==> src/hw/rtl/sgd_pkg.sv <==
`timescale 1ns / 1ps

package sgd_pkg;

  // field and store widths
  localparam int unsigned MAG_W      = 64;
  localparam int unsigned NUM_DIGITS = 20;
  localparam int unsigned BCD_W      = 4 * NUM_DIGITS;
  localparam int unsigned BIT_CNT_W  = $clog2(MAG_W);
  localparam int unsigned REM_W      = $clog2(NUM_DIGITS + 1);
  localparam int unsigned SEP_W      = 24;
  localparam int unsigned SEP_LEN_W  = 2;
  localparam int unsigned CFG_IDX_W  = 1;

  // character codes
  localparam logic [7:0] DIGIT_ZERO = 8'h30;
  localparam logic [7:0] MINUS_SIGN = 8'h2D;

  // register indexes and reset values
  localparam logic [CFG_IDX_W-1:0] REG_SEP_BYTES = 1'b0;
  localparam logic [CFG_IDX_W-1:0] REG_SEP_LEN   = 1'b1;
  localparam logic [SEP_W-1:0]     SEP_BYTES_RST = 24'd44;
  localparam logic [SEP_LEN_W-1:0] SEP_LEN_RST   = 2'd1;

  // remaining digit count modulo the group size, at load
  localparam logic [1:0] REM_MOD3_INIT = 2'(NUM_DIGITS % 3);

  typedef enum logic [2:0] {
    ST_IDLE,
    ST_CONV,
    ST_SKIP,
    ST_SIGN,
    ST_DIGIT,
    ST_SEP
  } state_t;

  typedef struct packed {
    logic load;
    logic conv_step;
    logic skip_step;
    logic emit_sign;
    logic emit_digit;
    logic emit_sep;
  } cmd_t;

  typedef struct packed {
    logic last_bit;
    logic top_zero;
    logic rem_one;
    logic neg;
    logic out_free;
    logic group_next;
    logic sep_last;
  } status_t;

endpackage

==> src/hw/rtl/sgd_in_if.sv <==
`timescale 1ns / 1ps

interface sgd_in_if import sgd_pkg::*; ();
  logic                    valid;
  logic                    ready;
  logic signed [MAG_W-1:0] number_value;

  modport source (output valid, output number_value, input ready);
  modport sink   (input valid, input number_value, output ready);
endinterface

==> src/hw/rtl/sgd_out_if.sv <==
`timescale 1ns / 1ps

interface sgd_out_if ();
  logic       valid;
  logic       ready;
  logic [7:0] text_byte;
  logic       last_byte;

  modport source (output valid, output text_byte, output last_byte, input ready);
  modport sink   (input valid, input text_byte, input last_byte, output ready);
endinterface

==> src/hw/rtl/sgd_ctrl.sv <==
`timescale 1ns / 1ps

module sgd_ctrl import sgd_pkg::*; (
  input  logic    clk,
  input  logic    rst_n,
  input  logic    in_valid,
  output logic    in_ready,
  input  status_t status,
  output cmd_t    cmd
);

  state_t state_r;
  state_t state_nxt;

  // state register
  always_ff @(posedge clk) begin
    if (!rst_n) begin
      state_r <= ST_IDLE;
    end else begin
      state_r <= state_nxt;
    end
  end

  // next state
  always_comb begin
    state_nxt = state_r;
    case (state_r)
      ST_IDLE: begin
        if (in_valid) begin
          state_nxt = ST_CONV;
        end
      end
      ST_CONV: begin
        if (status.last_bit) begin
          state_nxt = ST_SKIP;
        end
      end
      ST_SKIP: begin
        if (!(status.top_zero && !status.rem_one)) begin
          state_nxt = status.neg ? ST_SIGN : ST_DIGIT;
        end
      end
      ST_SIGN: begin
        if (status.out_free) begin
          state_nxt = ST_DIGIT;
        end
      end
      ST_DIGIT: begin
        if (status.out_free) begin
          if (status.rem_one) begin
            state_nxt = ST_IDLE;
          end else if (status.group_next) begin
            state_nxt = ST_SEP;
          end
        end
      end
      ST_SEP: begin
        if (status.out_free && status.sep_last) begin
          state_nxt = ST_DIGIT;
        end
      end
      default: state_nxt = ST_IDLE;
    endcase
  end

  // commands to the datapath
  always_comb begin
    cmd      = '0;
    in_ready = 1'b0;
    case (state_r)
      ST_IDLE: begin
        in_ready = 1'b1;
        cmd.load = in_valid;
      end
      ST_CONV:  cmd.conv_step  = 1'b1;
      ST_SKIP:  cmd.skip_step  = status.top_zero && !status.rem_one;
      ST_SIGN:  cmd.emit_sign  = status.out_free;
      ST_DIGIT: cmd.emit_digit = status.out_free;
      ST_SEP:   cmd.emit_sep   = status.out_free;
      default: begin
        cmd      = '0;
        in_ready = 1'b0;
      end
    endcase
  end

endmodule

==> src/hw/rtl/sgd_datapath.sv <==
`timescale 1ns / 1ps

module sgd_datapath import sgd_pkg::*; (
  input  logic                    clk,
  input  logic                    rst_n,
  input  logic signed [MAG_W-1:0] number_value,
  input  logic                    cfg_we,
  input  logic [CFG_IDX_W-1:0]    cfg_index,
  input  logic [SEP_W-1:0]        cfg_wdata,
  input  logic                    out_ready,
  output logic                    out_valid,
  output logic [7:0]              text_byte,
  output logic                    last_byte,
  input  cmd_t                    cmd,
  output status_t                 status
);

  logic [SEP_W-1:0]     sep_bytes_r;
  logic [SEP_LEN_W-1:0] sep_len_r;
  logic                 out_valid_r;
  logic [7:0]           out_byte_r;
  logic                 out_last_r;
  logic [MAG_W-1:0]     mag_r;
  logic [BCD_W-1:0]     bcd_r;
  logic [BCD_W-1:0]     bcd_adj;
  logic [BIT_CNT_W-1:0] bit_cnt_r;
  logic [REM_W-1:0]     rem_r;
  logic [1:0]           rem_mod3_r;
  logic [1:0]           sep_idx_r;
  logic                 neg_r;
  logic [3:0]           top_digit;
  logic [7:0]           sep_byte;
  logic                 emit;
  logic [7:0]           emit_byte;
  logic                 emit_last;

  assign top_digit = bcd_r[BCD_W-1 -: 4];
  assign emit      = cmd.emit_sign || cmd.emit_digit || cmd.emit_sep;

  // add three to every digit of five or more before the shift
  always_comb begin
    for (int d = 0; d < NUM_DIGITS; d++) begin
      bcd_adj[4*d +: 4] = (bcd_r[4*d +: 4] >= 4'd5) ? bcd_r[4*d +: 4] + 4'd3
                                                    : bcd_r[4*d +: 4];
    end
  end

  // separator byte for the current position
  always_comb begin
    case (sep_idx_r)
      2'd0:    sep_byte = sep_bytes_r[7:0];
      2'd1:    sep_byte = sep_bytes_r[15:8];
      default: sep_byte = sep_bytes_r[23:16];
    endcase
  end

  // byte to send
  always_comb begin
    emit_byte = DIGIT_ZERO | {4'd0, top_digit};
    emit_last = 1'b0;
    if (cmd.emit_sign) begin
      emit_byte = MINUS_SIGN;
    end else if (cmd.emit_sep) begin
      emit_byte = sep_byte;
    end else begin
      emit_last = (rem_r == REM_W'(1));
    end
  end

  // configuration and output valid
  always_ff @(posedge clk) begin
    if (!rst_n) begin
      sep_bytes_r <= SEP_BYTES_RST;
      sep_len_r   <= SEP_LEN_RST;
      out_valid_r <= 1'b0;
    end else begin
      if (cfg_we && cfg_index == REG_SEP_BYTES) begin
        sep_bytes_r <= cfg_wdata;
      end
      if (cfg_we && cfg_index == REG_SEP_LEN) begin
        sep_len_r <= cfg_wdata[SEP_LEN_W-1:0];
      end
      if (emit) begin
        out_valid_r <= 1'b1;
      end else if (out_ready) begin
        out_valid_r <= 1'b0;
      end
    end
  end

  // conversion and output payload
  always_ff @(posedge clk) begin
    if (emit) begin
      out_byte_r <= emit_byte;
      out_last_r <= emit_last;
    end
    if (cmd.load) begin
      neg_r      <= number_value[MAG_W-1];
      mag_r      <= number_value[MAG_W-1] ? (~number_value + MAG_W'(1)) : number_value;
      bcd_r      <= '0;
      bit_cnt_r  <= '0;
      rem_r      <= REM_W'(NUM_DIGITS);
      rem_mod3_r <= REM_MOD3_INIT;
      sep_idx_r  <= '0;
    end
    if (cmd.conv_step) begin
      bcd_r     <= {bcd_adj[BCD_W-2:0], mag_r[MAG_W-1]};
      mag_r     <= {mag_r[MAG_W-2:0], 1'b0};
      bit_cnt_r <= bit_cnt_r + BIT_CNT_W'(1);
    end
    // dropping a leading zero or sending a digit both consume the top digit
    if (cmd.skip_step || cmd.emit_digit) begin
      bcd_r      <= {bcd_r[BCD_W-5:0], 4'd0};
      rem_r      <= rem_r - REM_W'(1);
      rem_mod3_r <= (rem_mod3_r == 2'd0) ? 2'd2 : rem_mod3_r - 2'd1;
    end
    if (cmd.emit_sep) begin
      sep_idx_r <= status.sep_last ? 2'd0 : sep_idx_r + 2'd1;
    end
  end

  // status to the controller
  always_comb begin
    status.last_bit   = (bit_cnt_r == BIT_CNT_W'(MAG_W - 1));
    status.top_zero   = (top_digit == 4'd0);
    status.rem_one    = (rem_r == REM_W'(1));
    status.neg        = neg_r;
    status.out_free   = !out_valid_r || out_ready;
    // the digit after this one starts a group
    status.group_next = (rem_mod3_r == 2'd1) && (rem_r != REM_W'(1)) &&
                        (sep_len_r != '0);
    status.sep_last   = (sep_idx_r == sep_len_r - 2'd1);
  end

  assign out_valid = out_valid_r;
  assign text_byte = out_byte_r;
  assign last_byte = out_last_r;

endmodule

==> src/hw/rtl/signed_int_to_grouped_decimal.sv <==
`timescale 1ns / 1ps

// channel  dir  payload                          handshake
// in_ch    in   number_value[63:0] signed        valid / ready
// out_ch   out  text_byte[7:0], last_byte        valid / ready
// cfg      in   cfg_index[0], cfg_wdata[23:0]    cfg_we, no wait
//
// one item takes a load, 64 shift-add steps in the binary to bcd converter,
// a step for each of the 20 digits that either drops a leading zero or sends
// the digit, a step to find the first digit, and a step per sign or separator
// byte
// the input is taken only between items; the output register lets the next
// item load while the final byte still waits
// a stalled output holds the byte sequencer; reset is synchronous, active low

module signed_int_to_grouped_decimal import sgd_pkg::*; (
  input  logic                 clk,
  input  logic                 rst_n,
  sgd_in_if.sink               in_ch,
  sgd_out_if.source            out_ch,
  input  logic                 cfg_we,
  input  logic [CFG_IDX_W-1:0] cfg_index,
  input  logic [SEP_W-1:0]     cfg_wdata
);

  cmd_t    cmd;
  status_t status;

  // sequencer
  sgd_ctrl u_ctrl (
    .clk      (clk),
    .rst_n    (rst_n),
    .in_valid (in_ch.valid),
    .in_ready (in_ch.ready),
    .status   (status),
    .cmd      (cmd)
  );

  // converter, byte selection and output register
  sgd_datapath u_datapath (
    .clk          (clk),
    .rst_n        (rst_n),
    .number_value (in_ch.number_value),
    .cfg_we       (cfg_we),
    .cfg_index    (cfg_index),
    .cfg_wdata    (cfg_wdata),
    .out_ready    (out_ch.ready),
    .out_valid    (out_ch.valid),
    .text_byte    (out_ch.text_byte),
    .last_byte    (out_ch.last_byte),
    .cmd          (cmd),
    .status       (status)
  );

endmodule
==> src/flat_wrapper.sv <==
// flat-port wrapper written by rule: the top's interface ports become plain ports
module signed_int_to_grouped_decimal_flat import sgd_pkg::*;
  (clk, rst_n, cfg_we, cfg_index, cfg_wdata, in_ch_valid, in_ch_number_value, in_ch_ready, out_ch_valid, out_ch_text_byte, out_ch_last_byte, out_ch_ready);
  sgd_in_if in_ch_i ();
  sgd_out_if out_ch_i ();
  input  logic clk;
  input  logic rst_n;
  input  logic cfg_we;
  input  logic [CFG_IDX_W-1:0] cfg_index;
  input  logic [SEP_W-1:0] cfg_wdata;
  input wire logic [$bits(in_ch_i.valid)-1:0] in_ch_valid;
  input wire logic [$bits(in_ch_i.number_value)-1:0] in_ch_number_value;
  output wire logic [$bits(in_ch_i.ready)-1:0] in_ch_ready;
  output wire logic [$bits(out_ch_i.valid)-1:0] out_ch_valid;
  output wire logic [$bits(out_ch_i.text_byte)-1:0] out_ch_text_byte;
  output wire logic [$bits(out_ch_i.last_byte)-1:0] out_ch_last_byte;
  input wire logic [$bits(out_ch_i.ready)-1:0] out_ch_ready;
  assign in_ch_i.valid = in_ch_valid;
  assign in_ch_i.number_value = in_ch_number_value;
  assign in_ch_ready = in_ch_i.ready;
  assign out_ch_valid = out_ch_i.valid;
  assign out_ch_text_byte = out_ch_i.text_byte;
  assign out_ch_last_byte = out_ch_i.last_byte;
  assign out_ch_i.ready = out_ch_ready;
  signed_int_to_grouped_decimal u_core (.clk(clk), .rst_n(rst_n), .in_ch(in_ch_i), .out_ch(out_ch_i), .cfg_we(cfg_we), .cfg_index(cfg_index), .cfg_wdata(cfg_wdata));
endmodule
==> config.mk <==
export PLATFORM = sky130hd
export DESIGN_NAME = signed_int_to_grouped_decimal_flat
export DESIGN_NICKNAME = d
export VERILOG_FILES = /design/src/hw/rtl/sgd_pkg.sv /design/src/hw/rtl/sgd_in_if.sv /design/src/hw/rtl/sgd_out_if.sv /design/src/hw/rtl/sgd_ctrl.sv /design/src/hw/rtl/sgd_datapath.sv /design/src/hw/rtl/signed_int_to_grouped_decimal.sv /design/src/flat_wrapper.sv
export SDC_FILE = /design/constraint.sdc
export NUM_CORES = 1
export LEC_CHECK = 0
export BUFFER_PORTS_ARGS = -buffer_cell sky130_fd_sc_hd__buf_4
export CAP_MARGIN = 15
export CORE_MARGIN = 1.5
export CORE_UTILIZATION = 50
export CTS_CLUSTER_SIZE = 40
export DETAILED_ROUTE_END_ITERATION = 10
export PLACE_DENSITY = 0.7
export SLEW_MARGIN = 20
export SYNTH_ARGS = -nofsm -noshare
export SYNTH_HDL_FRONTEND = slang
export SYNTH_SLANG_ARGS = --single-unit
==> constraint.sdc <==
create_clock -name clk -period 10.08 [get_ports clk]
set_input_delay 1.512 -clock clk [delete_from_list [all_inputs] [get_ports clk]]
set_output_delay 1.512 -clock clk [all_outputs]
set_load 0.02 [all_outputs]
==> impl_results.md, run 1 <==
* Top_reg_cell synth: sky130_fd_sc_hd__edfxtp_1
* Sort of element at the end of the critical path: register
* Number of non-filler instances in the completed layout at 1,571
* Sequential fraction of the synthesis area at 49.1%
* Asr flop ratio synth at 0%
* Area enclosed by the die boundary at 23,800 sq um
* Count of state elements after synthesis at 199
* Reg clk slew, reported paths at 0.08 ns
* Number of synthesized flops with an enable pin at between 150 and 200
* Overall track demand over capacity in global routing at 20.3%
* Crit Path Class: in -> reg
* Cell with the most instances after synthesis: sky130_fd_sc_hd__nand2_1
* Total wirelength of the detailed-routed design at 23.6 mm
* Clock tree from TritonCTS: built
* Count of fill cells added during filler insertion at 1,959
* Number of antenna violations at the first check in global routing at 0
* Overall die width at 154 microns
* Clk Tree Root Cell: sky130_fd_sc_hd__clkbuf_16
* Status: finished clean
* Largest voltage drop on the vdd net at around 0.00019 V
* Slowest library cell on the worst path: sky130_fd_sc_hd__or4_1
* Leftover overflow at the end of global routing at 0
* Post CTS Setup Buffer Count at 0
* Per-cell via count in the routed design at between 5 and 6
* Clock latency of the later-clocked register in the worst-skew pair at 0.44 ns
* Clock sinks at 199
* Floorplan core area at between 20,000 and 25,000 sq um
* Hold WS at roughly 0.46 ns
* Number of distinct library cells after synthesis at 52
* # DRC at 0
* Max frequency at 248 MHz
* First-pass GRT wire length at 39.7 mm
* Y dimension of the die at about 150 microns
* Transition time at the pin with the least slew margin at 1.03 ns
* Final setup violation count at 0
* Standard-cell row count at 55
* Accumulated negative setup slack at 0 ns
* Net count of the finished layout at 1,417
* Top cell type's share of synthesized area at approximately 43%
* Post-detailed-route count of antenna-violating nets at 0
* Number of buffers inserted by hold repair at cts at 0
* Cells after DPL at between 1,500 and 2,000
* Post-synthesis cell type with the largest combined area: sky130_fd_sc_hd__edfxtp_1
* Commonest cells in the netlist: sky130_fd_sc_hd__nand2_1, sky130_fd_sc_hd__edfxtp_1, sky130_fd_sc_hd__o21ai_0, sky130_fd_sc_hd__a21oi_1, sky130_fd_sc_hd__xor2_1
* Max Slew Vio Count at 0
* Static leakage at around 4.8 nW
* Power per cell area at 278 nW/um^2
* Number of global-route vias before repair at 8,445
* Pin count of the biggest net entering global routing at 87
* Netlist area before placement at 11,500 sq um
* Share of cells above drive strength 1 at between 10% and 20%
* Final min period at 4.03 ns
* Count of boundary I/O pins at 105
* Buffers plus inverters on the worst setup path at 1
* Max-slew headroom at 31.6%
* Top area cells in the synthesized netlist: sky130_fd_sc_hd__edfxtp_1, sky130_fd_sc_hd__nand2_1, sky130_fd_sc_hd__dfxtp_1
* Maximum clock insertion buffer count at 2
* Area growth from synthesis to layout at 13.9%
* GP Congestion at 0.892
* Net count of the mapped netlist at 1,345
* Post-synthesis cell count at 1,201
* Final hold violations at 0
* Critical-path maximum fanout at 11
* Number of gates resized after cts at 0
* Number of warnings issued by yosys at 0
* Detailed placer's ending HPWL at about 16 mm
* Syn avg cell area at 9.53 sq um
* Unrepaired setup endpoints after global routing: no
* Number of vias in the routed layout at 8,938
* Count of inserted antenna diode cells at 0
* Largest clock skew in the final design at 0.0139 ns
* Cell type group with the largest total delay on the critical path: simple AND/OR/NAND/NOR gates
* Per-cell routed wire length at 15.0 microns
* Number of buffers inserted during clock tree synthesis at 17
* Biggest cell delay along the critical path at 0.65 ns
* CTS HTree Levels at 4
* Initial cell density of the core at 50.7%
* Class of the tightest hold or removal check: reg -> reg
* Max-cap violation count at 0
* Critical path cell sequence: buf_4 -> or4_1 -> nor4_2 -> nand4_1 -> o41ai_1 -> xor2_1 -> o21ai_1
* 1st-iter DRT viols at 647
* Buffers on Ports at between 100 and 150
* Detailed Routing Iterations Pass 1 at 5
* Data required, critical path at 10.25 ns
* Arrival time worst endpoint at 4.20 ns
* Startpoint type of the worst setup path: input pin
* Final cycle utilization of the critical path at 40.0%
## worst register-to-register path, stage by stage (launching register included)
cell and delay (ns):
sky130_fd_sc_hd__dfxtp_1 0.54, sky130_fd_sc_hd__nor4_1 0.36, sky130_fd_sc_hd__nand3_1 0.20, sky130_fd_sc_hd__o32a_2 0.58, sky130_fd_sc_hd__nand3_4 0.22, sky130_fd_sc_hd__buf_4 0.78
sky130_fd_sc_hd__o31ai_1 0.23, sky130_fd_sc_hd__a32o_1 0.24
## final timing paths
check	startpoint	to	slack (ns)	cells past startpoint
hold reg to reg	u_core.u_datapath.sep_bytes_r[9]	u_core.u_datapath.sep_bytes_r[9]	0.46	2
setup reg to reg	u_core.u_ctrl.state_r[0]	u_core.u_datapath.bcd_r[3]	6.81	7
hold / removal	u_core.u_datapath.sep_bytes_r[9]	u_core.u_datapath.sep_bytes_r[9]	0.46	2
setup / recovery	in_ch_number_value[14]	u_core.u_datapath.mag_r[45]	6.05	7
## layout by cell type (no fill, tap or decap), drive strengths merged, types with 4 or more instances in the layout
cell type,count
nor3,14
nand2b,20
or3,9
clkbuf,17
inv,64
or4,14
a31oi,4
o22ai,40
o31ai,18
a22oi,7
ha,50
nor4,8
nor2b,17
xor2,63
a21boi,25
clkinv,6
edfxtp,164
nor2,52
nor3b,32
a21oi,86
o41ai,12
dfxtp,35
nand2,198
nand3,19
xnor2,26
buf,112
o21ai,142
## per-stage QoR
step	worst slack, ns	instance area [sq um]	util, %	power [mW]
4_1_cts	6.07	13000	57.8	3.66
6_report	6.05	13000	57.8	3.63
2_1_floorplan	5.17	11500	-	2.63
3_5_place_dp	5.62	12500	55.2	2.98
3_3_place_gp	5.69	12500	55.2	2.93
5_1_grt	5.93	13000	57.8	3.92
## per-layer routing
metal	share of wire [%]	global-route usage (%)	vias up
met2	47	32.7	184
met4	1.0	5.08	0
met3	4.0	3.67	22
li1	-	-	4477
met1	48	28.4	4255
met5	0	0	-
## state kept, by name, indices dropped and copies added (netlist names), 2 cells and up
signal	flops
u_core.u_datapath.bcd_r	80
u_core.u_datapath.mag_r	64
u_core.u_datapath.sep_bytes_r	24
u_core.u_datapath.text_byte	8
u_core.u_datapath.bit_cnt_r	6
u_core.u_datapath.rem_r	5
u_core.u_ctrl.state_r	3
u_core.u_datapath.rem_mod3_r	2
u_core.u_datapath.sep_idx_r	2
u_core.u_datapath.sep_len_r	2
## power breakdown
| group | switching (mW) | leakage [nW] | internal (mW) |
|---|---|---|---|
| logic | 0.822 | 2.55 | 0.501 |
| registers | 0.231 | 1.94 | 1.40 |
| clock network | 0.339 | 0.286 | 0.331 |
| total | 1.39 | 4.77 | 2.24 |
## cell families after synthesis
logic type | synth area share (%)
AO/OA/AOI/OAI | 17.9
adder cells (fa/ha/maj) | 5.46
multiplexers | 0.175
buffers and inverters | 3.75
XOR/XNOR | 6.81
flip-flops | 49.1
AND/OR/NAND/NOR | 16.8
## layout make-up
type | count | area (sq um) | area share [%]
Sequential cell | 199 | 5630 | 43.1
Multi-Input combinational cell | 888 | 5440 | 41.7
Timing Repair Buffer | 112 | 841 | 6.45
Clock buffer | 17 | 425 | 3.26
Tap cell | 285 | 357 | 2.73
Inverter | 55 | 206 | 1.58
Clock inverter | 15 | 150 | 1.15
No activity file was read; power rests on OpenSTA's default activity.
==> run 2: changes to the inputs <==
--- a/config.mk
+++ b/config.mk
@@ -5,6 +5,7 @@
 export SDC_FILE = /design/constraint.sdc
 export NUM_CORES = 1
 export LEC_CHECK = 0
+export ABC_AREA = 1
 export BUFFER_PORTS_ARGS = -buffer_cell sky130_fd_sc_hd__buf_4
 export CAP_MARGIN = 15
 export CORE_MARGIN = 1.5
==> constraint.sdc (replaced) <==
create_clock -name clk -period 4.2 [get_ports clk]
set_input_delay 0.63 -clock clk [delete_from_list [all_inputs] [get_ports clk]]
set_output_delay 0.63 -clock clk [all_outputs]
set_load 0.02 [all_outputs]
==> run 2 against run 1 <==
Final cell count increased by 27%. Via count increased by 21%. Utilization about the same. Critical endpoint is now u_core.u_datapath.rem_mod3_r[0]. Largest power group unchanged. Register-to-register slack got worse by 5.3 ns.
==> impl_results.md, run 2 <==
* Top cell type's share of synthesized area at 39.8% (was 43.0%)
* Top_reg_cell synth: sky130_fd_sc_hd__edfxtp_1 (unchanged)
* Count of state elements after synthesis at 199 (unchanged)
* Register containing the most flip-flops in the final layout: u_core.u_datapath.bcd_r (unchanged)
* Netlist area before placement at 12,400 sq um (was 11,500 sq um)
* Accumulated negative setup slack at 0 ns (unchanged)
* Clk Tree Root Cell: sky130_fd_sc_hd__clkbuf_16 (unchanged)
* CTS HTree Levels at 4 (unchanged)
* Overall die width at 160 microns (was 154 microns)
* Cell with the most instances after synthesis: sky130_fd_sc_hd__nand2_1 (unchanged)
* Leftover overflow at the end of global routing at 0 (unchanged)
* Number of antenna violations at the first check in global routing at 0 (unchanged)
* Transition time at the pin with the least slew margin at 0.978 ns (was 1.03 ns)
* Max Slew Vio Count at 0 (unchanged)
* Post-detailed-route count of antenna-violating nets at 0 (unchanged)
* Max-slew headroom at 34.8% (was 31.6%)
* Final min period at 2.68 ns
* Final setup violation count at 0 (unchanged)
* Reg clk slew, reported paths at 0.09 ns (was 0.08 ns)
* Setup WS post-layout at 1.52 ns (was 6.05 ns)
* Asr flop ratio synth at 0% (unchanged)
* Number of vias in the routed layout at 10,857 (was 8,938)
* Power per cell area at 651 nW/um^2 (was 278 nW/um^2)
* Clock tree from TritonCTS: built (unchanged)
* Max FFs per register at 80 (unchanged)
* Number of non-filler instances in the completed layout at 1,991 (was 1,571)
* Startpoint type of the worst setup path: register (was input pin)
* Status: finished clean (unchanged)
* Syn avg cell area at 7.90 sq um (was 9.53 sq um)
* Most common cell after layout, fill and taps aside: sky130_fd_sc_hd__nand2_1 (unchanged)
* Share of cells above drive strength 1 at 12.2% (was 12.6%)
* Capturing point of the worst reg2reg path: u_core.u_datapath.rem_mod3_r[0] (was u_core.u_datapath.bcd_r[3])
* Per-cell via count in the routed design at 5.45 (was 5.69)
* Worst-case reg-to-reg path depth at 10 (was 7)
* Class of the tightest hold or removal check: in -> reg (was reg -> reg)
* Top area cells in the synthesized netlist: sky130_fd_sc_hd__edfxtp_1, sky130_fd_sc_hd__nand2_1, sky130_fd_sc_hd__nor2_1 (was sky130_fd_sc_hd__edfxtp_1, sky130_fd_sc_hd__nand2_1, sky130_fd_sc_hd__dfxtp_1)
* Top Registers: u_core.u_datapath.bcd_r: 80 flops, u_core.u_datapath.mag_r: 64 flops, u_core.u_datapath.sep_bytes_r: 24 flops (unchanged)
* Buffers on Ports at 104 (unchanged)
* Number of buffers inserted by hold repair at cts at 0 (unchanged)
* Initial cell density of the core at 50.9% (was 50.7%)
* Clock latency of the later-clocked register in the worst-skew pair at 0.45 ns (was 0.44 ns)
* 1st-iter DRT viols at 1,028 (was 647)
* Area growth from synthesis to layout at 13.5% (was 13.9%)
* Terminating pin of the worst hold path: u_core.u_datapath.sep_bytes_r[2] (was u_core.u_datapath.sep_bytes_r[9])
* Maximum clock insertion buffer count at 2 (unchanged)
* Largest clock skew in the final design at 0.0137 ns (was 0.0139 ns)
* Commonest cells in the netlist: sky130_fd_sc_hd__nand2_1, sky130_fd_sc_hd__nor2_1, sky130_fd_sc_hd__inv_1, sky130_fd_sc_hd__edfxtp_1, sky130_fd_sc_hd__o21ai_0 (was sky130_fd_sc_hd__nand2_1, sky130_fd_sc_hd__edfxtp_1, sky130_fd_sc_hd__o21ai_0, sky130_fd_sc_hd__a21oi_1, sky130_fd_sc_hd__xor2_1)
* Post-synthesis cell count at 1,568 (was 1,201)
* Final hold violations at 0 (unchanged)
* Number of gates resized after cts at 0 (unchanged)
* Overall track demand over capacity in global routing at 23.7% (was 20.3%)
* Number of warnings issued by yosys at 0 (unchanged)
* Hold WS at 0.392 ns (was 0.464 ns)
* First-pass GRT wire length at 49.5 mm (was 39.7 mm)
* Unrepaired setup endpoints after global routing: no (unchanged)
* Static leakage at 5.85 nW (was 4.77 nW)
* Net count of the finished layout at 1,798 (was 1,417)
* Hold Path Depth at 3 (was 2)
* Max frequency at between 300 and 400 MHz
* Pre-CTS setup slack at 1.21 ns (was 5.62 ns)
* Final cycle utilization of the critical path at 63.7%
* Arrival time worst endpoint at 2.77 ns (was 4.20 ns)
* GP Congestion at 0.963 (was 0.892)
* Post CTS Setup Buffer Count at 0 (unchanged)
* Hold Path Origin: cfg_wdata[2] (was u_core.u_datapath.sep_bytes_r[9])
* Critical-path maximum fanout at 82 (was 11)
* Count of boundary I/O pins at 105 (unchanged)
* # DRC at 0 (unchanged)
* Number of buffers inserted during clock tree synthesis at 17 (unchanged)
* Data required, critical path at 4.30 ns (was 10.25 ns)
* Power after layout at 9.15 mW (was 3.63 mW)
* Y dimension of the die at 160 microns (was 154 microns)
* Pin count of the biggest net entering global routing at 83 (was 87)
* Total wirelength of the detailed-routed design at 29.7 mm (was 23.6 mm)
* Detailed Routing Iterations Pass 1 at 5 (unchanged)
* Clock sinks at 199 (unchanged)
* Most frequent cells in the layout: sky130_fd_sc_hd__nand2_1, sky130_fd_sc_hd__nor2_1, sky130_fd_sc_hd__inv_1 (was sky130_fd_sc_hd__nand2_1, sky130_fd_sc_hd__edfxtp_1, sky130_fd_sc_hd__o21ai_0)
* Largest voltage drop on the vdd net at 0.000310 V (was 0.000192 V)
* Number of synthesized flops with an enable pin at 164 (unchanged)
* Setup slack on the worst flop-to-flop path at 1.52 ns (was 6.81 ns)
* Start of the worst register-to-register path: u_core.u_datapath.rem_r[1] (was u_core.u_ctrl.state_r[0])
* Number of distinct library cells after synthesis at 37 (was 52)
* Post-synthesis cell type with the largest combined area: sky130_fd_sc_hd__edfxtp_1 (unchanged)
* Standard-cell row count at 57 (was 55)
* Max-cap violation count at 0 (unchanged)
* Crit Path Class: reg -> reg (was in -> reg)
* Number of global-route vias before repair at 10,304 (was 8,445)
* Count of inserted antenna diode cells at 0 (unchanged)
* Area enclosed by the die boundary at 25,700 sq um (was 23,800 sq um)
* Cells after DPL at 1,959 (was 1,539)
* Net count of the mapped netlist at 1,712 (was 1,345)
* Detailed placer's ending HPWL at 21.3 mm (was 16.0 mm)
* Sort of element at the end of the critical path: register (unchanged)
* Per-cell routed wire length at 14.9 microns (was 15.0 microns)
* Floorplan core area at 24,300 sq um (was 22,600 sq um)
* Sequential fraction of the synthesis area at 45.4% (was 49.1%)
-- run 2: cell count changes after synthesis, sizes merged, moves of 27 or more --
cell / delta
nand3: +85
xor2: -38
clkbuf: -39
buf: +27
nand2: +166
inv: +131
o21ai: +44
nor2: +167
nor3b: -31
-- run 2: metrics by stage --
| stage | area, sq um | utilization, % |
|---|---|---|
| after floorplan | 12400 | - |
| after CTS | 14100 | 57.8 |
| after global placement | 13400 | 55.1 |
| after detailed placement | 13400 | 55.1 |
| after global routing | 14100 | 57.8 |
| final | 14100 | 57.8 |
-- run 2: power by group --
part | leakage (nW) | switching [mW] | total (mW) | internal, mW
clock | 0.314 | 0.940 | 1.79 | 0.855
sequential | 1.94 | 0.440 | 3.79 | 3.36
combinational | 3.60 | 2.37 | 3.56 | 1.19
total | 5.85 | 3.75 | 9.15 | 5.40
-- run 2: cell families (layout without fill, tap and decap cells) --
family,after synthesis,after routing,share of synthesized area [%]
DFF,199,199,45.4
AOI/OAI and AO/OA,317,317,14.9
xor gates and xnor gates,28,28,1.98
buffers and inverters,233,332,7.82
adders and majority gates,50,50,5.05
and+or+nand+nor,741,741,24.9
-- run 2: how the worst max path moves through the flow --
| stage | end | startpoint | cells past startpoint |
|---|---|---|---|
| global placement | u_core.u_datapath.rem_mod3_r[0] | out_ch_ready | 8 |
| detailed placement | u_core.u_datapath.rem_mod3_r[1] | out_ch_ready | 8 |
| finish | u_core.u_datapath.rem_mod3_r[0] | u_core.u_datapath.rem_r[1] | 10 |
| floorplan | u_core.u_datapath.bcd_r[10] | out_ch_ready | 7 |
| CTS | u_core.u_datapath.rem_mod3_r[0] | u_core.u_datapath.rem_r[1] | 10 |
| global route | u_core.u_datapath.rem_r[2] | u_core.u_datapath.rem_r[1] | 10 |
-- run 2: routing by layer --
layer	GRT usage [%]	vias up	part of all wire, %
met3	3.18	45	5.0
met1	31.9	5041	45
met5	0	-	0
met4	7.94	0	2.1
li1	-	5461	-
met2	39.6	310	47
-- run 2: critical path: stages, from the launching register on --
cell	delay, ns
sky130_fd_sc_hd__edfxtp_1	0.40
sky130_fd_sc_hd__inv_1	0.09
sky130_fd_sc_hd__ha_1	0.14
sky130_fd_sc_hd__inv_1	0.04
sky130_fd_sc_hd__nor2_1	0.07
sky130_fd_sc_hd__nand2_1	0.10
sky130_fd_sc_hd__nand4_1	0.14
sky130_fd_sc_hd__nand2_2	0.09
sky130_fd_sc_hd__inv_2	0.08
sky130_fd_sc_hd__buf_4	0.73
sky130_fd_sc_hd__nand2_1	0.43
-- run 2: layout make-up --
class | instances | area (sq um)
clock buffers | 17 | 425
fillers | 2233 | 10300
clock inverters | 15 | 225
multi-input cells | 1136 | 5810
well taps | 324 | 405
repair buffers | 114 | 868
flip-flops and latches | 199 | 5630
inverters | 186 | 698
==> run 3: changes to the inputs <==
--- a/config.mk
+++ b/config.mk
@@ -12,7 +12,7 @@
 export CORE_UTILIZATION = 50
 export CTS_CLUSTER_SIZE = 40
 export DETAILED_ROUTE_END_ITERATION = 10
-export PLACE_DENSITY = 0.7
+export PLACE_DENSITY = 0.72
 export SLEW_MARGIN = 20
 export SYNTH_ARGS = -nofsm -noshare
 export SYNTH_HDL_FRONTEND = slang
==> constraint.sdc (replaced) <==
create_clock -name clk -period 2.35 [get_ports clk]
set_input_delay 0.3525 -clock clk [delete_from_list [all_inputs] [get_ports clk]]
set_output_delay 0.3525 -clock clk [all_outputs]
set_load 0.02 [all_outputs]
==> run 3 against run 2 <==
Via count is 2.0% higher. Sequential power is 79% higher. Global-route usage is 0.46 points higher. Final cell count is 0.50% higher. Utilization is 0.67 points higher. Sequential cell count stayed put. Die area stayed put. Power is 81% higher. Clock skew is 0.0047 ns higher. Clock power is 69% higher. Largest power group unchanged. Highest routed layer unchanged.
==> impl_results.md, run 3 (synthesis results as in run 2) <==
* Status: finished clean (unchanged)
* Buffers plus inverters on the worst setup path at 3 (was 4)
* Final setup violation count at 0 (unchanged)
* Post CTS Setup Buffer Count at 0 (unchanged)
* Number of buffers inserted during clock tree synthesis at 17 (unchanged)
* Floorplan core area at 24,300 sq um (unchanged)
* Class of the tightest hold or removal check: in -> reg (unchanged)
* Detailed placer's ending HPWL at 22.5 mm (was 21.3 mm)
* Buffers on Ports at 104 (unchanged)
* Count of inserted antenna diode cells at 0 (unchanged)
* Most common cell after layout, fill and taps aside: sky130_fd_sc_hd__nand2_1 (unchanged)
* Number of gates resized after cts at 0 (unchanged)
* Sort of element at the end of the critical path: register (unchanged)
* Pint at 9.83 mW (was 5.40 mW)
* Number of buffers inserted by hold repair at cts at 0 (unchanged)
* Crit Path Class: reg -> reg (unchanged)
* Data required, critical path at 2.50 ns (was 4.30 ns)
* Share of cells above drive strength 1 at 12.9% (was 12.2%)
* Initial cell density of the core at 50.9% (unchanged)
* Placed standard-cell area at 13,600 sq um (was 13,400 sq um)
* Detailed Routing Iterations Pass 1 at 6 (was 5)
* Number of global-route vias before repair at 10,444 (was 10,304)
* Sequential group share of total power at 41.2% (was 41.5%)
* Biggest cell delay along the critical path at 0.55 ns (was 0.73 ns)
* Area of all sequential standard cells at 5630 sq um (about the same)
* Top Registers: u_core.u_datapath.bcd_r: 80 flops, u_core.u_datapath.mag_r: 64 flops, u_core.u_datapath.sep_bytes_r: 24 flops (unchanged)
* Max FFs per register at 80 (unchanged)
* Per-cell routed wire length at 15.4 microns (was 14.9 microns)
* Timing startpoint of the critical path: u_core.u_ctrl.state_r[2] (was u_core.u_datapath.rem_r[1])
* # DRC at 0 (unchanged)
* Critical path cell sequence: inv_1 -> nor3_1 -> nand2_1 -> nand2_2 -> inv_2 -> nand3_4 -> buf_12 (was inv_1 -> ha_1 -> inv_1 -> nor2_1 -> nand2_1 -> nand4_1 -> nand2_2 -> inv_2 -> buf_4 -> nand2_1)
* Busiest layer in global routing: met2 (unchanged)
* First-pass GRT wire length at 50.3 mm (was 49.5 mm)
* Switching Share at 40.5% (was 41.0%)
* Critical-path maximum fanout at 32 (was 82)
* Number of vias in the routed layout at 11,079 (was 10,857)
* Largest clock skew in the final design at 0.0184 ns (was 0.0137 ns)
* Standard-cell row count at 57 (unchanged)
* Global routing usage on met1 at 32.7% (was 31.9%)
* Clk Tree Root Cell: sky130_fd_sc_hd__clkbuf_16 (unchanged)
* Unrepaired setup endpoints after global routing: no (unchanged)
* 1st-iter DRT viols at 1,136 (was 1,028)
* Setup slack on the worst flop-to-flop path at 0.37 ns (was 1.52 ns)
* Hold Path Depth at 3 (unchanged)
* Overall die width at 160 microns (unchanged)
* GP Congestion at 1.01 (was 0.963)
* Count of boundary I/O pins at 105 (unchanged)
* Design area at 14,200 sq um (was 14,100 sq um)
* Maximum clock insertion buffer count at 2 (unchanged)
* Net count of the finished layout at 1,808 (was 1,798)
* Largest voltage drop on the vdd net at 0.000529 V (was 0.000310 V)
* Arrival time worst endpoint at 2.12 ns (was 2.77 ns)
* Area enclosed by the die boundary at 25,700 sq um (unchanged)
* Capturing point of the worst reg2reg path: u_core.u_datapath.bcd_r[37] (was u_core.u_datapath.rem_mod3_r[0])
* Clock latency of the later-clocked register in the worst-skew pair at 0.45 ns (about the same)
* Max-slew headroom at 46.8% (was 34.8%)
* Combinational share of power at 40.5% (was 38.9%)
* Final min period at 1.98 ns (was 2.68 ns)
* Max Slew Vio Count at 0 (unchanged)
* Area growth from synthesis to layout at 14.8% (was 13.5%)
* Power per cell area at 1160 nW/um^2 (was 651 nW/um^2)
* Count of fill cells added during filler insertion at 2,185 (was 2,233)
* Final cycle utilization of the critical path at 84.1% (was 63.7%)
* Hold Path Origin: cfg_wdata[5] (was cfg_wdata[2])
* Register containing the most flip-flops in the final layout: u_core.u_datapath.bcd_r (unchanged)
* Routing usage on met3 at 3.07% (was 3.18%)
* Terminating pin of the worst hold path: u_core.u_datapath.sep_bytes_r[5] (was u_core.u_datapath.sep_bytes_r[2])
* Clock sinks at 199 (unchanged)
* Clock tree from TritonCTS: built (unchanged)
* Worst-case reg-to-reg path depth at 7 (was 10)
* Most frequent cells in the layout: sky130_fd_sc_hd__nand2_1, sky130_fd_sc_hd__nor2_1, sky130_fd_sc_hd__inv_1 (unchanged)
* Slowest library cell on the worst path: sky130_fd_sc_hd__dfxtp_1 (was sky130_fd_sc_hd__buf_4)
* Post-detailed-route count of antenna-violating nets at 0 (unchanged)
* Max frequency at 506 MHz (was 374 MHz)
* Max-cap violation count at 0 (unchanged)
* Area of combinational cells with multiple inputs at 5820 sq um (was 5810 sq um)
* Y dimension of the die at 160 microns (unchanged)
* Accumulated negative setup slack at 0 ns (unchanged)
* Met2 track demand over resource at 40.0% (was 39.6%)
* Final hold violations at 0 (unchanged)
* Startpoint type of the worst setup path: register (unchanged)
* Start of the worst register-to-register path: u_core.u_ctrl.state_r[2] (was u_core.u_datapath.rem_r[1])
* Overall track demand over capacity in global routing at 24.2% (was 23.7%)
* Per-cell via count in the routed design at 5.54 (was 5.45)
* CTS HTree Levels at 4 (unchanged)
* Cell type group with the largest total delay on the critical path: simple AND/OR/NAND/NOR gates (was buffers and inverters)
* Leftover overflow at the end of global routing at 0 (unchanged)
* Reg clk slew, reported paths at 0.09 ns (about the same)
* Clk network pwr share at 18.3% (was 19.6%)
* Number of antenna violations at the first check in global routing at 0 (unchanged)
* Pin count of the biggest net entering global routing at 53 (was 83)
* Static leakage at 5.92 nW (was 5.85 nW)
* Total wirelength of the detailed-routed design at 30.7 mm (was 29.7 mm)
* Power dissipated by switching net loads at 6.70 mW (was 3.75 mW)
* Transition time at the pin with the least slew margin at 0.797 ns (was 0.978 ns)
run 3: area by class of cell:
type,count,share of cell area [%]
clock buffers,18,3.09
clock inverters,14,1.24
inverters,186,4.94
multi-input cells,1136,41.0
flip-flops and latches,199,39.6
well taps,324,2.85
repair buffers,124,7.34
run 3: power groups by stage:
stage / logic, mW / clock network [mW] / registers (mW)
after floorplan: 4.83 / 0 / 6.66
after global placement: 6.45 / 0 / 6.79
after CTS: 6.72 / 3.05 / 6.79
after global routing: 7.58 / 3.18 / 6.96
final: 6.69 / 3.03 / 6.80
after detailed placement: 6.67 / 0 / 6.84
run 3: routing by layer:
metal | vias up | routed length, microns
met5 | - | 0
met4 | 0 | 758
met3 | 54 | 1900
met2 | 397 | 14600
met1 | 5156 | 13500
li1 | 5472 | -
run 3: how the worst max path moves through the flow:
stage,end,slack [ns],depth (start not counted)
6_report,u_core.u_datapath.bcd_r[37],0.37,7
5_1_grt,u_core.u_datapath.bcd_r[37],0.21,7
4_1_cts,u_core.u_datapath.bcd_r[58],0.37,7
3_5_place_dp,u_core.u_datapath.mag_r[37],0.23,9
3_3_place_gp,u_core.u_datapath.mag_r[50],0.29,10
2_1_floorplan,u_core.u_datapath.bit_cnt_r[0],0.01,7
run 3: worst register-to-register path: stages (launching register included):
cell and delay, ns:
sky130_fd_sc_hd__dfxtp_1 0.55, sky130_fd_sc_hd__inv_1 0.07, sky130_fd_sc_hd__nor3_1 0.28, sky130_fd_sc_hd__nand2_1 0.15, sky130_fd_sc_hd__nand2_2 0.16, sky130_fd_sc_hd__inv_2 0.13
sky130_fd_sc_hd__nand3_4 0.13, sky130_fd_sc_hd__buf_12 0.22
run 3: per-stage QoR:
step | worst slack, ns | util (%) | total power, mW | hold WS [ns] | std cells
5_1_grt | 0.206 | 58.5 | 17.7 | 0.126 | 2001
3_5_place_dp | 0.228 | 55.9 | 13.5 | 0.445 | 1969
3_3_place_gp | 0.288 | 55.9 | 13.2 | 0.426 | 1969
2_1_floorplan | 0.0140 | - | 11.5 | 0.422 | 1568
4_1_cts | 0.366 | 58.5 | 16.6 | 0.104 | 2001
6_report | 0.374 | 58.5 | 16.5 | 0.114 | 2001
